--- config.mk ---
export PLATFORM = sky130hd
export DESIGN_NAME = mas_ram
export DESIGN_NICKNAME = d
export VERILOG_FILES = /design/src/sv/mas_ram.sv
export SDC_FILE = /design/constraint.sdc
export NUM_CORES = 2
export LEC_CHECK = 0
export ABC_AREA = 1
export CAP_MARGIN = 40
export CELL_PAD_IN_SITES_DETAIL_PLACEMENT = 1
export CELL_PAD_IN_SITES_GLOBAL_PLACEMENT = 2
export CORE_ASPECT_RATIO = 0.5
export CORE_MARGIN = 2
export CORE_UTILIZATION = 40
export CTS_CLUSTER_DIAMETER = 150
export DETAILED_ROUTE_END_ITERATION = 16
export DONT_BUFFER_PORTS = 1
export GPL_ROUTABILITY_DRIVEN = 0
export PLACE_DENSITY_LB_ADDON = 0.1
export SLEW_MARGIN = 40
export SYNTH_ARGS = -nofsm -noshare
export SYNTH_HDL_FRONTEND = slang
export SYNTH_SLANG_ARGS = --single-unit
--- constraint.sdc ---
create_clock -name i_clk -period 5.3 [get_ports i_clk]
set_clock_uncertainty 0.2 [all_clocks]
set_input_delay 1.325 -clock i_clk [delete_from_list [all_inputs] [get_ports i_clk]]
set_output_delay 1.325 -clock i_clk [all_outputs]
set_load 0.03 [all_outputs]
--- src/sv/mas_ram.sv ---
// Simple dual-port element store: one write port, one registered read port.
// No dependencies.
`timescale 1ns / 1ps
`default_nettype none

module mas_ram #(
    parameter int DEPTH = 64,
    parameter int AW    = 6,
    parameter int DW    = 32
) (
    input  wire logic          i_clk,
    input  wire logic          i_we,
    input  wire logic [AW-1:0] i_waddr,
    input  wire logic [DW-1:0] i_wdata,
    input  wire logic [AW-1:0] i_raddr,
    output logic      [DW-1:0] o_rdata
);

    logic [DW-1:0] r_mem [DEPTH];

    always_ff @(posedge i_clk) begin
        if (i_we) begin
            r_mem[i_waddr] <= i_wdata;
        end
    end

    always_ff @(posedge i_clk) begin
        o_rdata <= r_mem[i_raddr];
    end

endmodule

`default_nettype wire

# Word-level counts from Yosys, hierarchy flattened
# Memory sizes are Yosys's and may differ from the RTL's. A register that Yosys moved wholly into a read port is not among the register bits.
# Cells that the tools add are included.
# word_totals
ram_bits	2048
regBits	0
memories	1
out_inout_bits	32
# classes
n_mux	2
# memory_table
name	depth	width	read_ports	rd_clocked_by_memory_dff	write_ports	line_no	source
r_mem	64	32	1	1	1	19	logic [DW-1:0] r_mem [DEPTH];
# ops
op	count
$mux 1	2

# Logic depth before layout (Yosys ltp)
# logic_depth
word_depth	2
ltp_mapped	13
ltp_nobuf	9

# Least setup slack after synthesis
# No wires, ideal clock.
# synth_path
kind	in2reg
from	input i_we
to	memory r_mem[48][0] (enable)
arrival_ns	4.953
required_ns	4.598
setup_slack_ns	-0.355
setup_time_ns	0.502
path_buffers	1
stages	3
cell_sequence	clkbuf_1 -> nand4_1 -> nor4_1
# synth_between
elab_chain_cells	2
# synth_lines
item	line_no	source
start, declared	12	input wire logic i_we,
$mux 1	22	if (i_we) begin
$mux 1 (implied by the code)	23	r_mem[i_waddr] <= i_wdata;
end, declared	19	
# No other way between the ends.

==> impl_metrics.py <==
metrics = {
    "timing": {
        "max_slew_margin_pct": 6.815,
        "fmax_mhz": 227.5,
        "setup_viol": 0,
        "post-route-min-period_ns": 4.396,
        "setup_slack_ns": 0.9038,
        "tightestPinTransition_ns": 1.398,
        "period_share_pct": 82.95,
        "finalMaxSlewViolations": 0,
        "rsz0062_at_grt": "no",
        "final_hold_viol_count": 0,
        "timing.hold.ws_ns": 0.3659,
    },
    "floorplanning": {
        "die_height_um": 325.6,
        "dieArea_um2": 210700,
        "placementRows": 117,
        "core-area_um2": 204500,
        "start_util_pct": 40.46,
        "die_x_um": 647.2,
        "ios": 78,
    },
    "clock_network": {
        "cts_resized": 0,
        "cts_buffer_depth": 4,
        "tritoncts": "built",
        "postCtsHoldBufs": 0,
        "cts_inserted_buffers": 198,
        "htree_levels": 4,
        "cts_num_sinks": 2080,
        "clockRootBuffer": "clkbuf_16",
        "post_cts_buffers": 0,
        "path_clk_slew_ns": 0.07,
        "clock_latency_ns": 0.85,
    },
    "drt": {
        "drcViolationCount": 0,
        "wirelength_um": 280400,
        "final_antenna_net_count": 0,
        "drtIter0Drc": 5335,
        "drt_pass1_iterations": 5,
        "num_vias": 54840,
        "viasPerCell": 5.729,
        "wl_per_cell_um": 29.29,
    },
    "global_route": {
        "grt-ovfl-total": 0,
        "use_met3_pct": 3.319,
        "grt.met1_usage_pct": 39.44,
        "grt_pass1_vias": 55540,
        "grt_util_met2_pct": 41.72,
        "top_usage_layer": "met2",
        "antenna_found_initial": 18,
        "grt_pass1_wl_um": 402000,
        "grt_usage_pct": 26.36,
        "grt_max_degree": 1026,
    },
    "layout": {
        "syn_to_final_growth_pct": 11.65,
        "final_core_util_pct": 45.17,
        "fin_nets": 6727,
        "drive_above_1_share_pct": 7.307,
        "instances_no_fill": 9573,
    },
    "synthesis": {
        "synthCells": 6769,
        "synth_cell_type_count": 16,
        "synth_area_um2": 82740,
        "avgSynthCellArea_um2": 12.22,
        "yosys_warnings": 0,
        "yosysSeqAreaShare_pct": 75.10,
        "syn-num-nets": 6815,
        "ys_seq_elements": 2080,
    },
    "critical_path": {
        "path_max_fanout": 207,
        "critPathKind": "in2reg",
        "cp.arrival_ns": 4.98,
        "start_kind": "input port",
        "crit_slowest_cell": "buf_16",
        "slowest_delay_ns": 0.52,
        "startpoint": "i_raddr[0]",
        "crit_family": "buffers and inverters",
        "required_ns": 5.89,
        "worstPathBufferInverterCount": 3,
        "path_cells": "buf_16 -> buf_16 -> buf_16 -> nand2_1 -> nand3_1 -> nand3_1 -> nand3_1 -> nand3_1 -> nand2_1 -> nand2_1 -> nand2_1",
        "r2r_start": "r_mem[59][21]",
        "r2r_cells": 8,
        "cp-end-kind": "flip-flop",
        "cp.depth": 11,
    },
    "placed_design": {
        "post-place-ws_ns": 0.9043,
        "io_buffers": 0,
        "dp_hpwl_um": 142200,
        "dp.cells": 9211,
    },
    "run_status": {
        "status": "complete, no violations",
    },
    "power_and_ir_drop": {
        "pwr-share-seq_pct": 54.4,
        "irDropWorstVdd_mv": 0.2486,
        "swShare_pct": 22.35,
        "p_int_uw": 26220,
        "total_leakage_power_uw": 0.03186,
        "pwr-share-clk_pct": 40.9,
        "power_frac_comb_pct": 4.7,
        "power.density_nw_per_um2": 365.5,
        "p_sw_uw": 7547,
    },
    "hold_path": {
        "min_path_cells": 0,
        "min-delay-start": "i_wdata[4]",
        "hp-class": "in2reg",
    },
    "job": {
        "max_cap_viol_count": 0,
    },
}
## worst paths after layout
check / to / slack, ns
setup reg to reg: o_rdata[21] / 3.38
hold / removal: r_mem[63][4] / 0.37
setup / recovery: o_rdata[21] / 0.90
hold reg to reg: o_rdata[9] / 0.59
## logic make-up (layout without fill, tap and decap cells)
kind of cell	Yosys count	count (layout)	synth area share (%)
other cells	0	7	0
simple gates	4228	4228	22.12
flops	2080	2080	75.10
buf+inv	461	521	2.779
## cells in the final DEF (no fill, tap or decap), types with 8 or more instances in the layout
| cell type | n |
|---|---|
| nor4_2 | 8 |
| clkinv_2 | 28 |
| clkbuf_16 | 199 |
| edfxtp_1 | 2048 |
| nand4_1 | 9 |
| clkbuf_8 | 18 |
| clkbuf_1 | 45 |
| clkinv_1 | 40 |
| buf_6 | 15 |
| buf_4 | 101 |
| nor2_4 | 56 |
| nand3_1 | 1903 |
| nand2_1 | 2248 |
| bufinv_16 | 9 |
| buf_12 | 37 |
| dfxtp_1 | 31 |
## power groups by stage
stage / clock (µW) / sequential [µW] / combinational, µW
5_1_grt: 14700 / 18400 / 1750
2_1_floorplan: 0 / 18700 / 1120
3_3_place_gp: 0 / 18700 / 1420
6_report: 13800 / 18400 / 1590
4_1_cts: 14100 / 18400 / 1460
3_5_place_dp: 0 / 18700 / 1450
## layer usage
| metal | wire [µm] | part of all wire, % | vias up |
|---|---|---|---|
| li1 | - | - | 23920 |
| met1 | 131600 | 47 | 29070 |
| met2 | 128100 | 46 | 1542 |
| met3 | 15780 | 5.6 | 306 |
| met4 | 4855 | 1.7 | 4 |
| met5 | 27 | 0.0096 | - |
## final cells by class
class | count | area, µm²
Clock buffer | 262 | 5396
Sequential cell | 2080 | 62140
Fill cell | 20890 | 112100
Timing Repair Buffer | 161 | 1876
Tap cell | 2737 | 3425
Multi-Input combinational cell | 4228 | 18790
Clock inverter | 86 | 650.6
Inverter | 12 | 82.58
Antenna cell | 7 | 17.52
## stage by stage
step	total power [µW]	instance area (µm²)	TNS, ns
2_1_floorplan	19770	82740	-90.88
3_3_place_gp	20140	86000	0
3_5_place_dp	20170	86120	0
4_1_cts	33900	92170	0
5_1_grt	34800	92360	0
6_report	33770	92380	0
## synthesized netlist by cell type, drive strengths merged
master	number	area, µm²
inv	12	47.55
nor4	8	50.05
edfxtp	2048	61500
buf	372	1963
dfxtp	32	640.6
nor2	56	210.2
nand2	2248	8438
clkbuf	77	289.0
nand3	1907	9544
nand4	9	56.30
## sequential cells by signal, summed over array words and instances (netlist names)
name     flops
r_mem     2048
o_rdata     32
(Power assumes the default switching activity.)
