===== src/sv/mas_pkg.sv =====
// Shared types and codes for the matrix add / subtract / multiply block.
// No dependencies; imported by the sequencer, datapath and top level.
`timescale 1ns / 1ps
`default_nettype none

package mas_pkg;

    // input operation codes
    localparam logic [1:0] OP_WR_A    = 2'd0;
    localparam logic [1:0] OP_WR_B    = 2'd1;
    localparam logic [1:0] OP_COMPUTE = 2'd2;

    // mode register codes; the remaining code acts as product
    localparam logic [1:0] MODE_ADD  = 2'd0;
    localparam logic [1:0] MODE_SUB  = 2'd1;
    localparam logic [1:0] MODE_PROD = 2'd2;

    // configuration register indexes
    localparam logic [1:0] REG_MODE   = 2'd0;
    localparam logic [1:0] REG_ROWS_A = 2'd1;
    localparam logic [1:0] REG_COLS_A = 2'd2;
    localparam logic [1:0] REG_COLS_B = 2'd3;

    localparam int DIM_W = 4;   // width of a dimension register and loop counter
    localparam int IDX_W = 3;   // width of a row / column field
    localparam int OUT_W = 32;  // width of the value ports

    typedef enum logic [1:0] {
        ST_CLEAR,
        ST_IDLE,
        ST_RUN
    } t_state;

    // per-read control that travels down the datapath next to the memory data
    typedef struct packed {
        logic             valid;
        logic             first;  // first term of a dot product
        logic             lastk;  // last term: element is finished
        logic             zero;   // empty inner dimension, term is zero
        logic             prod;
        logic             sub;
        logic [IDX_W-1:0] row;
        logic [IDX_W-1:0] col;
        logic             last;   // final element of the result matrix
    } t_tag;

endpackage

`default_nettype wire


===== src/sv/mas_dp.sv =====
// Datapath: term (product or sum/difference), accumulate, round, saturate,
// and the registered result beat. Uses mas_pkg.
`timescale 1ns / 1ps
`default_nettype none

module mas_dp #(
    parameter int EW        = 32,
    parameter int FRAC_BITS = 16
) (
    input  wire logic                      i_clk,
    input  wire logic                      i_rst_n,
    input  wire mas_pkg::t_tag             i_tag,
    input  wire logic [EW-1:0]             i_a_q,
    input  wire logic [EW-1:0]             i_b_q,
    output logic                           o_valid,
    output logic [mas_pkg::IDX_W-1:0]      o_out_row,
    output logic [mas_pkg::IDX_W-1:0]      o_out_col,
    output logic [mas_pkg::OUT_W-1:0]      o_out_value,
    output logic                           o_overflow,
    output logic                           o_last
);

    import mas_pkg::*;

    localparam int PROD_W = 2 * EW;
    // exact sum of up to 15 products plus the rounding carry
    localparam int ACC_W  = PROD_W + 5;

    localparam logic signed [ACC_W-1:0] VMAX =
        {{(ACC_W - EW + 1){1'b0}}, {(EW - 1){1'b1}}};
    localparam logic signed [ACC_W-1:0] VMIN = ~VMAX;
    localparam logic signed [EW-1:0]    EMAX = VMAX[EW-1:0];
    localparam logic signed [EW-1:0]    EMIN = VMIN[EW-1:0];
    localparam logic signed [ACC_W-1:0] HALF = (FRAC_BITS > 0) ?
        (ACC_W'(1) << ((FRAC_BITS > 0) ? FRAC_BITS - 1 : 0)) : '0;

    t_tag r_s1, r_s2, r_s3, r_s4;
    t_tag w_s3;

    logic signed [EW-1:0]     w_a, w_b;
    logic signed [PROD_W-1:0] w_mul;
    logic signed [ACC_W-1:0]  w_term, w_acc, w_shift;
    logic signed [EW-1:0]     w_sat;
    logic                     w_ovf;

    logic signed [ACC_W-1:0]  r_term, r_acc, r_rnd;

    assign w_a   = i_a_q;
    assign w_b   = i_b_q;
    assign w_mul = w_a * w_b;

    always_comb begin
        if (r_s1.zero) begin
            w_term = '0;
        end else if (r_s1.prod) begin
            w_term = ACC_W'(w_mul);
        end else if (r_s1.sub) begin
            w_term = ACC_W'(w_a) - ACC_W'(w_b);
        end else begin
            w_term = ACC_W'(w_a) + ACC_W'(w_b);
        end
    end

    assign w_acc = r_s2.first ? r_term : r_acc + r_term;

    // only a finished element moves on to rounding
    always_comb begin
        w_s3       = r_s2;
        w_s3.valid = r_s2.valid && r_s2.lastk;
    end

    // drop fraction bits only for products; round half up already added
    assign w_shift = r_s4.prod ? (r_rnd >>> FRAC_BITS) : r_rnd;

    always_comb begin
        w_ovf = 1'b1;
        if (w_shift > VMAX) begin
            w_sat = EMAX;
        end else if (w_shift < VMIN) begin
            w_sat = EMIN;
        end else begin
            w_sat = w_shift[EW-1:0];
            w_ovf = 1'b0;
        end
    end

    always_ff @(posedge i_clk) begin
        if (!i_rst_n) begin
            r_s1.valid <= 1'b0;
            r_s2.valid <= 1'b0;
            r_s3.valid <= 1'b0;
            r_s4.valid <= 1'b0;
            o_valid    <= 1'b0;
        end else begin
            r_s1       <= i_tag;
            r_s2       <= r_s1;
            r_s3       <= w_s3;
            r_s4       <= r_s3;
            o_valid    <= r_s4.valid;
        end
    end

    always_ff @(posedge i_clk) begin
        r_term <= w_term;
        if (r_s2.valid) begin
            r_acc <= w_acc;
        end
        r_rnd       <= r_s3.prod ? r_acc + HALF : r_acc;
        o_out_row   <= r_s4.row;
        o_out_col   <= r_s4.col;
        o_out_value <= OUT_W'(w_sat);
        o_overflow  <= w_ovf;
        o_last      <= r_s4.last;
    end

`ifndef SYNTH
    a_ovf_at_limit: assert property (@(posedge i_clk) disable iff (!i_rst_n)
        (o_valid && o_overflow) |->
            (o_out_value == OUT_W'(EMAX) || o_out_value == OUT_W'(EMIN)))
        else $error("overflow flagged on unsaturated value");

    a_emit_on_lastk: assert property (@(posedge i_clk) disable iff (!i_rst_n)
        r_s3.valid |-> $past(r_s2.valid && r_s2.lastk))
        else $error("element emitted before its last term");

    a_last_in_beat: assert property (@(posedge i_clk) disable iff (!i_rst_n)
        (r_s3.valid && r_s3.last) |=> (r_s4.valid && r_s4.last))
        else $error("last marker lost in rounding stage");
`endif

endmodule

`default_nettype wire


===== config.mk =====
export PLATFORM = sky130hd
export DESIGN_NAME = mas_dp
export DESIGN_NICKNAME = d
export VERILOG_FILES = /design/src/sv/mas_pkg.sv /design/src/sv/mas_dp.sv
export SDC_FILE = /design/constraint.sdc
export NUM_CORES = 2
export LEC_CHECK = 0
export BUFFER_PORTS_ARGS = -buffer_cell sky130_fd_sc_hd__buf_4
export CAP_MARGIN = 20
export CORE_UTILIZATION = 55
export CTS_CLUSTER_DIAMETER = 150
export DETAILED_ROUTE_END_ITERATION = 16
export PLACE_DENSITY = 0.83
export SYNTH_ARGS = -nofsm -noshare
export SYNTH_HDL_FRONTEND = slang
export SYNTH_SLANG_ARGS = --single-unit

===== constraint.sdc =====
create_clock -name i_clk -period 11.8 [get_ports i_clk]
set_clock_uncertainty 0.05 [all_clocks]
set_input_delay 2.36 -clock i_clk [delete_from_list [all_inputs] [get_ports i_clk]]
set_output_delay 2.36 -clock i_clk [all_outputs]
set_load 0.1 [all_outputs]

# Word level (Yosys, flattened, before mapping)
# Index checks and enable logic that the tools add are counted.
[op_classes]
addsub = 4
multipliers = 1
n_div = 0
order_cmp = 2
n_eq_ne = 0
shifts = 0
mux = 7
bitwise = 0
n_reduce_logical = 1
[ops]
columns = ["op", "count"]
rows = [
  ["69-bit 2-to-1 mux", 4],
  ["69-bit by 17-bit adder with 69-bit output, second input constant", 1],
  ["69-bit adder", 1],
  ["69-bit by 32-bit greater-than comparator with 1-bit output, second input constant", 1],
  ["69-bit by 32-bit less-than comparator with 1-bit output, second input constant", 1],
  ["68-bit 2-to-1 mux", 1],
  ["32-bit by 32-bit multiplier with 64-bit output", 1],
  ["32-bit by 32-bit adder with 33-bit output", 1],
  ["32-bit by 32-bit subtractor with 33-bit output", 1],
  ["32-bit 2-to-1 mux", 1],
  ["1-bit logical AND", 1],
  ["1-bit 2-to-1 mux", 1],
]
[word_totals]
ff_bits = 290
latchBits = 0
ram_bits = 0
mem_bits_ro = 0
input_bits = 79
out_inout_bits = 41
elab_cells = 50
n_memories = 0

# Depth between registers and ports, before layout
[logic_depth]
word_depth = 3
ltp_mapped = 32
ltp_nobuf = 30

# Worst setup path after synthesis
# OpenSTA, ideal clock, no wires.
[synth_path]
path_kind = "input to register"
startpoint = "input i_b_q[4]"
endpoint = "register r_term[52]"
setup_ns = 0.128
arrival_time_ns = 10.015
required_ns = 11.622
path_slack_ns = 1.607
path_stages = 32
n_path_buf = 3
path_cell_list = "clkbuf_1 clkbuf_1 nand2_1 fa_1 inv_1 fa_1 inv_1 fa_1 fa_1 inv_1 fa_1 inv_1 fa_1 inv_1 fa_1 inv_1 fa_1 inv_1 ha_1 clkbuf_1 nand4_1 o221a_2 o21a_1 o21ai_0 o21ai_0 a31oi_1 a41oi_1 a211oi_1 a41oi_1 o31ai_1 xnor2_1 o21ai_0"
[synth_between]
elab_chain_len = 3
word_cells_on_any_way = 5
classes_between = "add/sub (2); mul (1); mux (2)"
[synth_lines]
columns = ["item", "line", "text"]
rows = [
  ["start: declaration", "mas_dp.sv:14", "input wire logic [EW-1:0] i_b_q,"],
  ["parallel branches: the longest is 2 deep, another holds 32-bit by 32-bit multiplier with 64-bit output", "-", ""],
  ["69-bit 2-to-1 mux (*)", "mas_dp.sv:55", "end else if (r_s1.prod) begin"],
  ["end signal: assignment", "mas_dp.sv:104", "r_term <= w_term;"],
  ["end: declaration", "mas_dp.sv:46", "logic signed [ACC_W-1:0] r_term, r_acc, r_rnd;"],
]
# Every way passes the cells marked *.
# A chain may end at the register's enable or synchronous reset.

# Worst setup path after layout
[layout_path]
startpoint = "input i_a_q[25]"
endpoint = "register r_term[67]"
[layout_between]
elab_chain_len = 3
word_cells_on_any_way = 5
classes_between = "add/sub (2); mul (1); mux (2)"
[layout_lines]
columns = ["item", "line", "text"]
rows = [
  ["start: declaration", "mas_dp.sv:13", "input wire logic [EW-1:0] i_a_q,"],
  ["parallel branches: the longest is 2 deep, another holds 32-bit by 32-bit multiplier with 64-bit output", "-", ""],
  ["69-bit 2-to-1 mux (*)", "mas_dp.sv:55", ""],
]
# Marks and branches as above.

==> flow_metrics.tcl <==
set metrics [dict create \
    insertion_delay_ns 0.57 \
    cts_setup_buffers 0 \
    vias_per_cell 5.761 \
    hold_path.class "flip-flop to flip-flop" \
    max_slew_margin_pct 27.66 \
    clock_path_buffers 3 \
    synth_nets 7047 \
    endpoint_kind "flip-flop" \
    critPathLaunchType "primary input" \
    vias 38880 \
    synth_edf_count 107 \
    syn_area_per_cell_um2 9.281 \
    final_common_cell "fa_1" \
    grt_pass1_vias 42770 \
    track_usage_pct 29.63 \
    cts-root-buf "clkbuf_16" \
    ant_nets 0 \
    synth.cell_area_mm2 0.05194 \
    reg2reg_depth 16 \
    drt_iter0_markers 3127 \
    rows 112 \
    critPathKind "primary input to flip-flop" \
    grt_pass1_wl_mm 222.8 \
    ys_seq_elements 285 \
    routed_wl_mm 135.8 \
    min_path_cells 0 \
    critPathArrivalTime_ns 10.89 \
    antenna_found_initial 4 \
    finalCriticalPeriod_ns 10.48 \
    netlist_instances 5597 \
    drive_above_1_share_pct 3.951 \
    hold_violations 0 \
    initial_core_util_pct 55.57 \
    core-area_mm2 0.09347 \
    gp_congestion 0.9544 \
    post_cts_resized 0 \
    io_buffer_count 119 \
    setup_viol 0 \
    cp_max_fo 33 \
    synth_cell_type_count 84 \
    ys_seq_area_share_pct 13.05 \
    fmax_mhz 95.44 \
    cts_hold_buf 0 \
    status "finished clean" \
    synth_flop_cell "dfxtp_1" \
    dieArea_mm2 0.09568 \
    fin_crit_sh_pct 88.80 \
    most-common-layout-cells "fa_1 (1,084), inv_1 (1,063), nand2_1 (675)" \
    synthArstFlopShare_pct 0 \
    first_pass_iters 7 \
    cts_tree "yes" \
    worst_pin_slew_ns 1.085 \
    numCtsBuffers 29 \
    tns_ns 0 \
    yosysWarnings 0 \
    hpwl_mm 105.6 \
    num_io_pins 120 \
    grt_overflow 0 \
    required_ns 12.22 \
    die_w_um 309.3 \
    numClockSinks 285 \
    rsz0062_at_grt "false" \
    slew_violations 0 \
    path_clk_slew_ns 0.06 \
    wl_per_cell_um 20.13 \
    drc 0 \
    die_h_um 309.3 \
    grt_start_max_net_pins 121 \
    final_nets 6919 \
    h-tree-depth 1 \
    maxCapViolCount 0 \
    areaGrowthSynthToFinish_pct 4.757 \
]
worst max-delay path, stage by stage:
cell and delay [ns]:
buf_4 0.42, and2_1 0.23, fa_1 0.45, fa_1 0.56
inv_1 0.06, fa_1 0.51, fa_1 0.53, inv_1 0.06
fa_1 0.62, fa_1 0.46, fa_1 0.51, fa_1 0.42
ha_1 0.42, and3_1 0.29, nor3b_1 0.33, nand2_1 0.12
a211oi_1 0.40, nor3_1 0.10, buf_4 0.18, o31ai_1 0.42
a211oi_1 0.19, o31ai_1 0.60, or2_1 0.23, and4b_1 0.20
a31oi_1 0.04, o211ai_1 0.17
synth_stat cells, drive strengths merged, types with 9 or more instances:
cell	instances	area [µm²]
fa	1084	21700
inv	1063	3990
nand2	675	2534
and2	520	3253
ha	287	3591
clkbuf	280	1051
a21oi	195	979.7
o21ai	191	959.7
nor2	181	679.4
dfxtp	178	3563
xnor2	168	1471
edfxtp	107	3213
a21o	104	780.8
xor2	74	648.1
nand3	49	245.2
nand4	39	244.0
mux2i	38	380.4
nor3	29	155.2
and3	28	180.2
nand2b	28	175.2
o21bai	24	183.9
a31oi	23	143.9
nor2b	23	143.9
a211oi	22	170.2
o21a	21	157.7
nor4	19	131.4
buf	13	57.55
o31ai	13	102.6
o22ai	10	62.56
and4	9	78.83
nor3b	9	72.57
or2	9	56.30
metal layers:
metal | vias to the layer above | part of all wire, % | GRT usage [%]
met3 | 491 | 8.4 | 4.645
met4 | 0 | 5.6 | 14.77
met5 | - | 0 | 0
met1 | 19590 | 38 | 36.77
met2 | 1949 | 48 | 50.35
li1 | 16840 | - | -
final cells by class:
cell class              count  area (µm²)
diodes                      2       5.005
inverters                1064        3994
repair buffers            134        1006
well taps                1254        1569
flip-flops and latches    285        6778
multi-input cells        3955       40060
clock inverters            12       108.9
fillers                  7662       39060
clock buffers              42       889.6
logic make-up after synthesis:
group | after synthesis | share of synthesized area, %
AO/OA/AOI/OAI | 665 | 7.985
XOR/XNOR | 242 | 4.080
adder cells (fa/ha/maj) | 1371 | 48.69
buffers and inverters | 1357 | 9.823
flip-flops | 285 | 13.05
multiplexers | 42 | 0.8190
AND/OR/NAND/NOR | 1635 | 15.56
state kept, by name, indices dropped and copies added, names as in the netlist:
name,count
o_last,1
o_out_col,3
o_out_row,3
o_out_value,32
o_overflow,1
o_valid,1
r_acc,69
r_rnd,69
r_s1,13
r_s2,11
r_s3,9
r_s4,9
r_term,64
worst paths after layout:
check	startpoint	end	slack, ns
worst max-delay path	i_a_q[25]	r_term[67]	1.32
worst min-delay path	r_s4[5]	o_out_row[1]	0.30
worst max register to register	r_s1[7]	r_term[33]	6.92
worst min register to register	r_s4[5]	o_out_row[1]	0.30
stage by stage:
step | hold slack, ns | cell area (µm²) | utilization, % | setup slack (ns) | std cells
finish | 0.2953 | 54410 | 58.22 | 1.322 | 6748
global route | 0.3022 | 54410 | 58.21 | 0.9946 | 6747
CTS | 0.2990 | 54410 | 58.21 | 1.442 | 6746
detailed placement | 0.2779 | 53410 | 57.14 | 0.8907 | 6692
global placement | 0.2768 | 53410 | 57.14 | 1.053 | 6692
floorplan | 0.2733 | 51940 | - | 1.607 | 5597
Power is left out: the tool's default activity adds up to more than one toggle a clock period on the data nets, which glitch-free logic cannot reach.
