`src/sv/mas_pkg.sv`:
```
// Shared types and codes for the matrix add / subtract / multiply block.
// No dependencies; imported by the sequencer, datapath and top level.
`timescale 1ns / 1ps
`default_nettype none

package mas_pkg;

    // input operation codes
    localparam logic [1:0] OP_WR_A    = 2'd0;
    localparam logic [1:0] OP_WR_B    = 2'd1;
    localparam logic [1:0] OP_COMPUTE = 2'd2;

    // mode register codes; the remaining code acts as product
    localparam logic [1:0] MODE_ADD  = 2'd0;
    localparam logic [1:0] MODE_SUB  = 2'd1;
    localparam logic [1:0] MODE_PROD = 2'd2;

    // configuration register indexes
    localparam logic [1:0] REG_MODE   = 2'd0;
    localparam logic [1:0] REG_ROWS_A = 2'd1;
    localparam logic [1:0] REG_COLS_A = 2'd2;
    localparam logic [1:0] REG_COLS_B = 2'd3;

    localparam int DIM_W = 4;   // width of a dimension register and loop counter
    localparam int IDX_W = 3;   // width of a row / column field
    localparam int OUT_W = 32;  // width of the value ports

    typedef enum logic [1:0] {
        ST_CLEAR,
        ST_IDLE,
        ST_RUN
    } t_state;

    // per-read control that travels down the datapath next to the memory data
    typedef struct packed {
        logic             valid;
        logic             first;  // first term of a dot product
        logic             lastk;  // last term: element is finished
        logic             zero;   // empty inner dimension, term is zero
        logic             prod;
        logic             sub;
        logic [IDX_W-1:0] row;
        logic [IDX_W-1:0] col;
        logic             last;   // final element of the result matrix
    } t_tag;

endpackage

`default_nettype wire

```
`src/sv/mas_seq.sv`:
```
// Sequencer: post-reset clearing sweep, element writes, and the row / column /
// inner-index walk that issues store reads for a compute. Uses mas_pkg.
`timescale 1ns / 1ps
`default_nettype none

module mas_seq #(
    parameter int MAX_DIM = 8,
    parameter int EW      = 32,
    parameter int AW      = 6
) (
    input  wire logic                      i_clk,
    input  wire logic                      i_rst_n,
    input  wire logic                      start,
    input  wire logic [1:0]                i_operation,
    input  wire logic [mas_pkg::IDX_W-1:0] i_row_index,
    input  wire logic [mas_pkg::IDX_W-1:0] i_col_index,
    input  wire logic [EW-1:0]             i_value,
    input  wire logic [1:0]                i_mode,
    input  wire logic [mas_pkg::DIM_W-1:0] i_rows_a,
    input  wire logic [mas_pkg::DIM_W-1:0] i_cols_a,
    input  wire logic [mas_pkg::DIM_W-1:0] i_cols_b,
    output logic                           busy,
    output logic                           o_a_we,
    output logic                           o_b_we,
    output logic      [AW-1:0]             o_waddr,
    output logic      [EW-1:0]             o_wdata,
    output logic      [AW-1:0]             o_a_raddr,
    output logic      [AW-1:0]             o_b_raddr,
    output mas_pkg::t_tag                  o_tag
);

    import mas_pkg::*;

    localparam int DEPTH = MAX_DIM * MAX_DIM;
    localparam logic [DIM_W-1:0] DIM_CAP = DIM_W'((MAX_DIM > 15) ? 15 : MAX_DIM);

    t_state           r_state, n_state;
    logic [AW-1:0]    r_clr, n_clr;
    logic [DIM_W-1:0] r_r, n_r, r_c, n_c, r_k, n_k;

    logic [DIM_W-1:0] w_ra, w_ca, w_cb, w_rc, w_inner, w_kmax;
    logic             w_prod, w_sub, w_zero, w_busy, w_accept;
    logic             w_lastk, w_lastc, w_lastr, w_start_run;
    logic             w_a_in, w_b_in;
    logic [DIM_W-1:0] w_row, w_col;

    // dimensions above the store size act as the store size
    assign w_ra = (i_rows_a > DIM_CAP) ? DIM_CAP : i_rows_a;
    assign w_ca = (i_cols_a > DIM_CAP) ? DIM_CAP : i_cols_a;
    assign w_cb = (i_cols_b > DIM_CAP) ? DIM_CAP : i_cols_b;

    assign w_sub   = (i_mode == MODE_SUB);
    assign w_prod  = !(i_mode == MODE_ADD || i_mode == MODE_SUB);
    assign w_rc    = w_prod ? w_cb : w_ca;
    assign w_inner = w_prod ? w_ca : DIM_W'(1);
    // empty inner dimension: one pass with a zero term per element
    assign w_zero  = w_prod && (w_ca == '0);
    assign w_kmax  = w_zero ? '0 : w_inner - DIM_W'(1);

    assign w_lastk = (r_k == w_kmax);
    assign w_lastc = (r_c == w_rc - DIM_W'(1));
    assign w_lastr = (r_r == w_ra - DIM_W'(1));

    assign w_busy      = (r_state != ST_IDLE);
    assign w_accept    = start && !w_busy;
    assign w_start_run = w_accept && (i_operation == OP_COMPUTE) &&
                         (w_ra != '0) && (w_rc != '0);

    assign w_row  = {1'b0, i_row_index};
    assign w_col  = {1'b0, i_col_index};
    assign w_a_in = (w_row < w_ra) && (w_col < w_ca);
    assign w_b_in = w_prod ? ((w_row < w_ca) && (w_col < w_cb))
                           : ((w_row < w_ra) && (w_col < w_ca));

    // next state
    always_comb begin
        n_state = r_state;
        n_clr   = r_clr;
        n_r     = r_r;
        n_c     = r_c;
        n_k     = r_k;
        case (r_state)
            ST_CLEAR: begin
                n_clr = r_clr + AW'(1);
                if (r_clr == AW'(DEPTH - 1)) begin
                    n_state = ST_IDLE;
                end
            end
            ST_IDLE: begin
                if (w_start_run) begin
                    n_state = ST_RUN;
                    n_r     = '0;
                    n_c     = '0;
                    n_k     = '0;
                end
            end
            ST_RUN: begin
                if (!w_lastk) begin
                    n_k = r_k + DIM_W'(1);
                end else begin
                    n_k = '0;
                    if (!w_lastc) begin
                        n_c = r_c + DIM_W'(1);
                    end else begin
                        n_c = '0;
                        if (w_lastr) begin
                            n_state = ST_IDLE;
                        end else begin
                            n_r = r_r + DIM_W'(1);
                        end
                    end
                end
            end
            default: begin
                n_state = ST_CLEAR;
            end
        endcase
    end

    // outputs
    always_comb begin
        busy        = w_busy;
        o_a_we      = 1'b0;
        o_b_we      = 1'b0;
        o_waddr     = AW'(int'(i_row_index) * MAX_DIM + int'(i_col_index));
        o_wdata     = i_value;
        o_tag       = '0;
        o_tag.first = (r_k == '0);
        o_tag.lastk = w_lastk;
        o_tag.zero  = w_zero;
        o_tag.prod  = w_prod;
        o_tag.sub   = w_sub;
        o_tag.row   = r_r[IDX_W-1:0];
        o_tag.col   = r_c[IDX_W-1:0];
        o_tag.last  = w_lastk && w_lastc && w_lastr;
        if (w_prod) begin
            o_a_raddr = AW'(int'(r_r) * MAX_DIM + int'(r_k));
            o_b_raddr = AW'(int'(r_k) * MAX_DIM + int'(r_c));
        end else begin
            o_a_raddr = AW'(int'(r_r) * MAX_DIM + int'(r_c));
            o_b_raddr = o_a_raddr;
        end
        case (r_state)
            ST_CLEAR: begin
                o_a_we  = 1'b1;
                o_b_we  = 1'b1;
                o_waddr = r_clr;
                o_wdata = '0;
            end
            ST_IDLE: begin
                o_a_we = w_accept && (i_operation == OP_WR_A) && w_a_in;
                o_b_we = w_accept && (i_operation == OP_WR_B) && w_b_in;
            end
            ST_RUN: begin
                o_tag.valid = 1'b1;
            end
            default: begin
                o_tag.valid = 1'b0;
            end
        endcase
    end

    always_ff @(posedge i_clk) begin
        if (!i_rst_n) begin
            r_state <= ST_CLEAR;
            r_clr   <= '0;
            r_r     <= '0;
            r_c     <= '0;
            r_k     <= '0;
        end else begin
            r_state <= n_state;
            r_clr   <= n_clr;
            r_r     <= n_r;
            r_c     <= n_c;
            r_k     <= n_k;
        end
    end

`ifndef SYNTH
    // stores are only read-walked with no writes in flight
    a_no_write_in_run: assert property (@(posedge i_clk) disable iff (!i_rst_n)
        (r_state == ST_RUN) |-> (!o_a_we && !o_b_we))
        else $error("store write during compute walk");

    a_reset_clears: assert property (@(posedge i_clk)
        !i_rst_n |=> (r_state == ST_CLEAR && r_clr == '0))
        else $error("reset did not restart clearing sweep");

    a_compute_starts: assert property (@(posedge i_clk) disable iff (!i_rst_n)
        w_start_run |=> (r_state == ST_RUN && r_r == '0 && r_c == '0 && r_k == '0))
        else $error("accepted compute did not start walk");
`endif

endmodule

`default_nettype wire

```
`config.mk`:
```
export PLATFORM = sky130hd
export DESIGN_NAME = mas_seq
export DESIGN_NICKNAME = d
export VERILOG_FILES = /design/src/sv/mas_pkg.sv /design/src/sv/mas_seq.sv
export SDC_FILE = /design/constraint.sdc
export NUM_CORES = 1
export LEC_CHECK = 0
export ABC_AREA = 1
export BUFFER_PORTS_ARGS = -buffer_cell sky130_fd_sc_hd__clkbuf_2
export CAP_MARGIN = 20
export CORE_MARGIN = 4
export CORE_UTILIZATION = 35
export DETAILED_ROUTE_END_ITERATION = 12
export GPL_TIMING_DRIVEN = 0
export PLACE_DENSITY_LB_ADDON = 0.3
export SLEW_MARGIN = 0
export SYNTH_ARGS = -nofsm -noshare
export SYNTH_HDL_FRONTEND = slang
export SYNTH_SLANG_ARGS = --single-unit
```
`constraint.sdc`:
```
create_clock -name i_clk -period 4.4 [get_ports i_clk]
set_input_delay 1.32 -clock i_clk [delete_from_list [all_inputs] [get_ports i_clk]]
set_output_delay 1.32 -clock i_clk [all_outputs]
set_load 0.005 [all_outputs]
```
* Word-level counts from Yosys, hierarchy flattened
Cells that the tools add are included.
** Word-level totals
- Bits in registers :: 20
- Input port bits :: 57
- Output and inout bits :: 66
- Word-level logic and storage cells :: 97
** Cells by class
- $add $sub $neg :: 11
- Order comparisons :: 7
- Eq/ne operators :: 16
- Muxes and demuxes :: 30
- Reduce and logical (&&, ||, !) cells :: 28
** Operators by type and width (count)
- $mux W4 :: 13
- $mux W32 :: 1
- $pmux W4 S2 :: 3
- $add A6 B4 Y6 :: 3
- $mux W6 :: 3
- $lt A3 B4 Y1 :: 4
- $logic_and A1 B1 Y1 :: 13
- $add A4 B1 Y4 const B :: 3
- $eq A4 B4 Y1 :: 3
- $gt A4 B4 Y1 const B :: 3
- $ne A2 B2 Y1 const B :: 6
- $sub A4 B1 Y4 const B :: 3
- $mux W2 :: 5
- $reduce_and A5 Y1 :: 2
- $logic_not A4 Y1 :: 2
- $reduce_bool A4 Y1 :: 2
- $add A6 B1 Y6 const B :: 1
- $add A6 B3 Y6 :: 1
- $eq A2 B1 Y1 const B :: 3
- $eq A6 B6 Y1 const B :: 1
- $logic_not A2 Y1 :: 3
- $pmux W2 S3 :: 1
- $eq A2 B2 Y1 const B :: 2
- $pmux W1 S2 :: 2
- other kinds (7) :: 9

* Depth between registers and ports, before layout
Gate-level depths: netlist of the first run.
- Depth after elaboration :: 8
- Gate-level depth with buffers :: 20
- Depth with buffers taken out :: 20

* Least setup slack after synthesis of the first run
Ideal clock, no wire load.
- Kind :: in2out
- Start point :: in i_cols_a[0] (netlist name)
- End point :: out o_tag[0] (netlist name)
- Arrival :: 2611 ps
- Required time :: 3080 ps
- Setup slack :: 469 ps
- Cell stages on the path :: 12
- Buffers on the path :: 0
- Cell sequence :: nor2_2 -> nand2_1 -> nand2_1 -> a21oi_1 -> ha_1 -> inv_1 -> nand2_1 -> nand2_1 -> nand2_2 -> nor2_4 -> nand3_4 -> nor3_1
** RTL lines
- from (decl) :: line mas_seq.sv:20 : input wire logic [mas_pkg::DIM_W-1:0] i_cols_a,
- to (decl) :: line mas_seq.sv:29 : output mas_pkg::t_tag o_tag

==> results of run 1 <==
==> layout make-up <==
cell class	instances	area [sq um]	share of cell area [%]
inverter	86	327.8	9.827
timing repair buffer	122	613.1	18.38
buffer	24	156.4	4.689
clock buffer	4	55.05	1.650
tap	96	120.1	3.601
sequential	20	400.4	12.00
multi-input combinational	303	1663	49.85
==> cell usage after synthesis (all sizes together) <==
cell type,instances
nand2,104
inv,84
nor2,65
nand3,40
o21ai,23
a21oi,21
ha,21
dfxtp,20
buf,17
nand4,10
nor3,8
clkbuf,7
xor2,5
clkinv,2
o31ai,2
xnor2,2
a21o,1
o22ai,1
==> report_power, final <==
part           total [mW]  switching [mW]  internal (mW)
logic               0.139          0.0800         0.0593
clock network       0.146          0.0659         0.0797
registers           0.185         0.00196          0.183
==> metal layers <==
| metal | up-vias | global-route usage [%] | wire length [um] |
|---|---|---|---|
| met1 | 1302 | 19.63 | 3096 |
| met3 | 8 | 3.899 | 689 |
| met5 | - | 0 | 0 |
| met2 | 114 | 31.49 | 3609 |
| li1 | 1591 | - | - |
| met4 | 0 | 5.250 | 112 |
==> repair_timing <==
item                       CTS  global route
hold buffers                 0             0
setup buffers                0             1
setup endpoints to repair    0             3
hold endpoints to repair     0             0
resized for setup            0             6
==> cell families after synthesis <==
group	count (synthesis)	share of synthesized area [%]
and+or+nand+nor	227	42.00
buffers and inverters	110	19.17
AOI/OAI and AO/OA	48	10.15
adders and majority gates	21	10.40
DFF	20	15.85
xor gates and xnor gates	7	2.427
==> critical path, stage by stage <==
cell and delay (ps):
clkbuf_2 140, nor2_4 130, nand2_1 50, nand2_1 80, a21oi_1 70, ha_1 300, inv_1 80, nand2_1 50
nand2_1 70, nand2_2 70, nor2_4 120, nand3_4 100, nor3_4 170, clkbuf_2 130
==> final timing paths <==
path                                   from  cells past startpoint       end
worst max-delay path            i_cols_a[1]                     14  o_tag[0]
worst min register to register     r_clr[1]                      2  r_clr[1]
worst min-delay path               r_clr[1]                      2  r_clr[1]
worst max register to register       r_r[2]                     16    r_r[1]
==> metrics by stage <==
step / hold slack [ps] / instance area, sq um / setup WS (ps) / std cells
final: 488.7 / 3336 / 176.1 / 655
after CTS: 492.9 / 3307 / 53.91 / 654
after global placement: 474.9 / 3252 / 63.12 / 650
after detailed placement: 478.5 / 3252 / 66.07 / 650
after global routing: 522.4 / 3336 / -21.38 / 655
after floorplan: 455.3 / 2526 / 469.3 / 433
==> registers in the layout (all words and copies together) (netlist names) <==
| name | cells |
|---|---|
| r_clr | 6 |
| r_c | 4 |
| r_k | 4 |
| r_r | 4 |
| r_state | 2 |
==> results by group, run 1 <==
Setup path
  – CP Launch Type: input port
  – WP data required: 3080 ps
  – Crit-path max FO: 4
  – Worst EP arrival: 2900 ps
  – CP endpoint kind: primary output
  – Reg-to-reg slack, setup: 2590 ps
  – Kind of critical path: input port to primary output

CTS
  – Clock transition at the registers of the reported paths: 80 ps
  – Root Driver: clkbuf_8
  – CTS tree: done
  – Clk Latency, worst-skew pair: 260 ps
  – CTS max path bufs: 2
  – Total CTS buffers: 3
  – Clock H-tree levels: 1
  – Clk sinks: 20

Flow run
  – MaxCap Viol Count: 0

Drt
  – Post-route ant nets: 0
  – WL/cell: 11.46 um
  – Vias per cell: 4.603
  – Final wirelength: 7.508 mm
  – # DRC: 0
  – DRT Pass-1 Iters: 4
  – DRT iter0 DRCs: 159
  – Via Count: 3015

Pwr
  – VDD IR-drop max: 92.65 uV
  – Pwr Total: 469.9 uW
  – Pwr per Cell Area: 140.9 nW/um^2
  – P_leak: 1.953 nW

Floorplan
  – Core area: 6907 sq um
  – I/O pins: 123
  – DIE AREA: 8641 sq um
  – # rows: 30
  – DIE WIDTH: 92.96 um
  – Initial Utilization: 36.58%
  – Die Ht: 92.96 um

STA
  – Worst Skew: 4.908 ps
  – Worst-Margin Slew: 524.8 ps
  – Max Slew Vio Count: 0
  – Final hold vios: 0
  – F_max: 0.2367 GHz
  – Setup_tns: 0 ps
  – Slew Limit Headroom: 64.72%
  – Final setup vio count: 0
  – Fin crit share: 96.00%
  – Tmin final: 4224 ps

GRT
  – Largest net degree at the start of global routing: 12
  – Total GRT Usage: 17.19%
  – Antenna violations before repair: 0
  – First-pass GRT wire length: 12.38 mm
  – GR Overflow Total: 0
  – Vias in the first global route: 2850

Placement
  – DP Wirelength: 6.383 mm
  – RD Place Congestion: 0.8443
  – Number of port buffers: 121

Layout
  – Share of cells above drive strength 1: 32.20%
  – Leading cell type in the layout, fill and taps excluded: clkbuf_2
  – Layout area overhead: 32.05%
  – Final-stage net count: 638
  – Most frequent cells in the layout: clkbuf_2 (121), nand2_1 (94), inv_1 (79), nor2_1 (56), nand3_1 (31)
  – Core Util, Final: 48.30%
  – Fillers: 753
  – ANT cells: 0

Yosys
  – Top cell type's share of synthesized area: 15.85%
  – Syn_area_per_cell: 5.834 sq um
  – FF+latch count, synth: 20
  – Syn nets: 511
  – Largest cells by area after synthesis: dfxtp_1 (16%), nand2_1 (14%), inv_1 (12%), ha_1 (10%), nor2_1 (8.5%)
  – Cells after synthesis: 433
  – Sequential area share after synthesis: 15.85%
  – Netlist Area Pre-Place: 2526 sq um
  – Yosys Warn Count: 0
  – Largest area contributor in the netlist: dfxtp_1
  – Netlist cell types: 31

Run status
  – Status: completed

Min path
  – Worst Hold Class: flip-flop to flip-flop
Note: power is estimated with default switching activity, not from simulation.
==> run 2: changes to the inputs <==
--- a/config.mk
+++ b/config.mk
@@ -5,7 +5,6 @@
 export SDC_FILE = /design/constraint.sdc
 export NUM_CORES = 1
 export LEC_CHECK = 0
-export ABC_AREA = 1
 export BUFFER_PORTS_ARGS = -buffer_cell sky130_fd_sc_hd__clkbuf_2
 export CAP_MARGIN = 20
 export CORE_MARGIN = 4
==> run 2 against run 1 <==
- the run now ends with setup timing left
- worst hold slack improved by 8.9 ps
- synthesized cell count fell by 30%
- core utilization rose by 3.3 points
- global-route usage rose by 1.2 points
- sequential share of layout area did not move
- non-clock buffer count rose by 18
- critical path type unchanged
==> results by group, run 2 <==
Run status
  – Status: finished, violations left (was completed)
  – Failing checks: setup timing

Setup path
  – R2r startpoint: r_r[2] (unchanged)
  – WP data required: 3080 ps (about the same)
  – Crit path cell chain: clkbuf_16, buf_12, clkbuf_16, nand3b_1, ha_2, and3b_1, or3_4, and2_4, nand2b_4, nor3_4, buf_2 (was clkbuf_2, nor2_4, nand2_1, nand2_1, a21oi_1, ha_1, inv_1, nand2_1, nand2_1, nand2_2, nor2_4, nand3_4, nor3_4, clkbuf_2)
  – CP bufs+invs: 4 (was 3)
  – Stages on the worst setup path: 11 (was 14)
  – Max stage delay on crit path: 370 ps (was 300 ps)
  – Worst path top cell family by delay: simple AND/OR/NAND/NOR gates (unchanged)
  – Worst EP arrival: 3170 ps (was 2900 ps)
  – Worst Setup SP: i_mode[1] (was i_cols_a[1])
  – Crit-path max FO: 3 (was 4)
  – Crit-path most repeated cell: clkbuf_16 (was nand2_1)
  – Kind of critical path: input port to primary output (unchanged)
  – Reg-to-reg slack, setup: 1860 ps (was 2590 ps)
  – Worst Reg-to-Reg Cells: 14 (was 16)
  – CP Launch Type: input port (unchanged)
  – CP endpoint kind: primary output (unchanged)
  – FF-to-FF End: r_state[1] (was r_r[1])
  – CP Capture Point: o_tag[0] (unchanged)
  – CP max-delay cell: or3_4 (was ha_1)

CTS
  – CTS max path bufs: 2 (unchanged)
  – Clock transition at the registers of the reported paths: 80 ps (about the same)
  – Clk Latency, worst-skew pair: 270 ps (was 260 ps)
  – Clk sinks: 20 (unchanged)
  – Clock H-tree levels: 1 (unchanged)
  – Root Driver: clkbuf_8 (unchanged)
  – Total CTS buffers: 3 (unchanged)
  – CTS tree: done (unchanged)
  – CTS Hold Bufs: 0 (unchanged)

Yosys
  – Syn_area_per_cell: 7.836 sq um (was 5.834 sq um)
  – Largest area contributor in the netlist: dfxtp_1 (unchanged)
  – Top FF cell, synth: dfxtp_1 (unchanged)
  – Netlist cell types: 59 (was 31)
  – Sequential area share after synthesis: 16.98% (was 15.85%)
  – Netlist Area Pre-Place: 2359 sq um (was 2526 sq um)
  – Most common cell in the synthesized netlist: and2_1 (was nand2_1)
  – Most frequent cells after synthesis: and2_1 (34), nand2_1 (25), ha_1 (21) (was nand2_1 (95), inv_1 (80), nor2_1 (57))
  – Syn nets: 379 (was 511)
  – FF+latch count, synth: 20 (unchanged)
  – Ys async rst share: 0% (unchanged)
  – Top cell type's share of synthesized area: 16.98% (was 15.85%)
  – Cells after synthesis: 301 (was 433)
  – Largest cells by area after synthesis: dfxtp_1 (17%), ha_1 (11%), and2_1 (9.0%), xnor2_1 (4.8%), mux2_2 (4.8%) (was dfxtp_1 (16%), nand2_1 (14%), inv_1 (12%), ha_1 (10%), nor2_1 (8.5%))
  – Number of synthesized flops with an enable pin: 0 (unchanged)
  – Yosys Warn Count: 0 (unchanged)

Floorplan
  – DIE WIDTH: 90.09 um (was 92.96 um)
  – I/O pins: 123 (unchanged)
  – Core area: 6459 sq um (was 6907 sq um)
  – Die Ht: 90.09 um (was 92.96 um)
  – # rows: 29 (was 30)
  – DIE AREA: 8116 sq um (was 8641 sq um)
  – Initial Utilization: 36.52% (was 36.58%)

STA
  – Max Slew Vio Count: 0 (unchanged)
  – Slew Limit Headroom: 64.19% (was 64.72%)
  – Final hold vios: 0 (unchanged)
  – Final setup vio count: 2 (was 0)
  – Fin crit share: 102.1% (was 96.00%)
  – Worst-Margin Slew: 532.3 ps (was 524.8 ps)
  – Final WS setup: -90.27 ps (was 176.1 ps)
  – Hold WS: 497.7 ps (was 488.7 ps)
  – Worst Skew: 6.040 ps (was 4.908 ps)
  – F_max: 0.2227 GHz (was 0.2367 GHz)
  – Tmin final: 4490 ps (was 4224 ps)
  – RSZ-0062 raised after global routing: yes
  – Setup_tns: -102.9 ps (was 0 ps)

Layout
  – Share of cells above drive strength 1: 41.86% (was 32.20%)
  – Largest Register: r_clr (unchanged)
  – ANT cells: 0 (unchanged)
  – Fillers: 624 (was 753)
  – Leading cell type in the layout, fill and taps excluded: clkbuf_2 (unchanged)
  – Max FFs per register: 6 (unchanged)
  – Most frequent cells in the layout: clkbuf_2 (118), and2_1 (33), buf_4 (31), nand2_1 (25) (was clkbuf_2 (121), nand2_1 (94), inv_1 (79), nor2_1 (56), nand3_1 (31))
  – Final std cells w/o fill: 519 (was 655)
  – Layout area overhead: 41.43% (was 32.05%)
  – Final-stage net count: 521 (was 638)
  – Multi-input gate area in the final layout: 1779 sq um (was 1663 sq um)
  – Core Util, Final: 51.65% (was 48.30%)
  – Register area: 400.4 sq um (unchanged)

Drt
  – # DRC: 0 (unchanged)
  – Vias per cell: 4.996 (was 4.603)
  – Post-route ant nets: 0 (unchanged)
  – Via Count: 2593 (was 3015)
  – DRT iter0 DRCs: 101 (was 159)
  – DRT Pass-1 Iters: 4 (unchanged)
  – Final wirelength: 7.691 mm (was 7.508 mm)
  – WL/cell: 14.82 um (was 11.46 um)

Placement
  – Placed insts: 498 (was 650)
  – Number of port buffers: 120 (was 121)
  – DP Wirelength: 6.154 mm (was 6.383 mm)
  – RD Place Congestion: 0.8424 (was 0.8443)

GRT
  – Vias in the first global route: 2510 (was 2850)
  – GR Overflow Total: 0 (unchanged)
  – Antenna violations before repair: 0 (unchanged)
  – Largest net degree at the start of global routing: 13 (was 12)
  – Total GRT Usage: 18.42% (was 17.19%)
  – First-pass GRT wire length: 12.48 mm (was 12.38 mm)

Pwr
  – Pwr per Cell Area: 155.2 nW/um^2 (was 140.9 nW/um^2)
  – Pwr Total: 517.6 uW (was 469.9 uW)
  – VDD IR-drop max: 118.9 uV (was 92.65 uV)
  – P_leak: 1.712 nW (was 1.953 nW)

Min path
  – Hold path startpoint: r_clr[1] (unchanged)
  – Worst Hold Class: flip-flop to flip-flop (unchanged)

Flow run
  – MaxCap Viol Count: 0 (unchanged)
==> run 2: through the flow <==
stage	area, sq um	setup slack, ps
5_1_grt	3336	-159.6
6_report	3336	-90.27
4_1_cts	3316	-30.14
3_3_place_gp	3089	-508.2
3_5_place_dp	3089	-521.7
2_1_floorplan	2392	15.94
==> run 2: per-layer routing <==
| metal | GRT usage [%] | vias up | part of all wire [%] |
|---|---|---|---|
| li1 | - | 1325 | - |
| met1 | 24.08 | 1217 | 45 |
| met2 | 32.61 | 45 | 51 |
| met3 | 1.669 | 6 | 3.3 |
| met4 | 4.337 | 0 | 0.96 |
| met5 | 0 | - | 0 |
==> run 2: cells by family (layout without fill, tap and decap cells) <==
kind of cell	Yosys count	after routing	synth area share, %
flip-flops	20	20	16.98
adder cells (fa/ha/maj)	21	21	11.14
AO/OA/AOI/OAI	54	54	15.86
multiplexers	13	13	6.207
XOR/XNOR	18	18	7.003
AND/OR/NAND/NOR	137	137	34.01
buffers and inverters	38	179	8.806
==> run 2: worst min path at each step <==
| stage | cells past startpoint | to | slack (ps) |
|---|---|---|---|
| final | 2 | r_clr[1] | 500 |
| after global routing | 2 | r_clr[1] | 530 |
| after CTS | 2 | r_clr[1] | 490 |
| after detailed placement | 2 | r_clr[1] | 480 |
| after global placement | 2 | r_clr[1] | 480 |
| after floorplan | 2 | r_clr[1] | 460 |
==> run 2: worst reg2reg max path, stage by stage (launching register included) <==
cell and delay [ps]:
dfxtp_1 330, clkbuf_1 350, xnor2_1 190, xnor2_1 140, nand4_1 270, nor3_4 290, buf_4 150, buf_4 90
buf_4 90, buf_4 90, buf_4 90, buf_4 90, buf_4 100, buf_4 110, o22ai_1 50
==> run 2: area by class of cell <==
cell class	instances	area share, %
Inverter	11	1.238
Buffer	26	5.739
Clock buffer	3	1.238
Tap cell	77	2.888
Timing Repair Buffer	138	22.66
Sequential cell	20	12.00
Clock inverter	1	0.9002
Multi-Input combinational cell	243	53.34
==> run 2: power by group <==
part	total (mW)	internal (mW)	leakage (nW)	switching (mW)
Combinational	0.141	0.0734	1.51	0.0676
Clock	0.191	0.122	0.0357	0.0691
Sequential	0.186	0.183	0.162	0.00254
Total	0.518	0.378	1.71	0.139
==> run 2: what timing repair did <==
action	CTS	global route
setup buffers	16	2
pin swaps	4	0
setup endpoints to repair	2	2
gates resized for setup	7	2
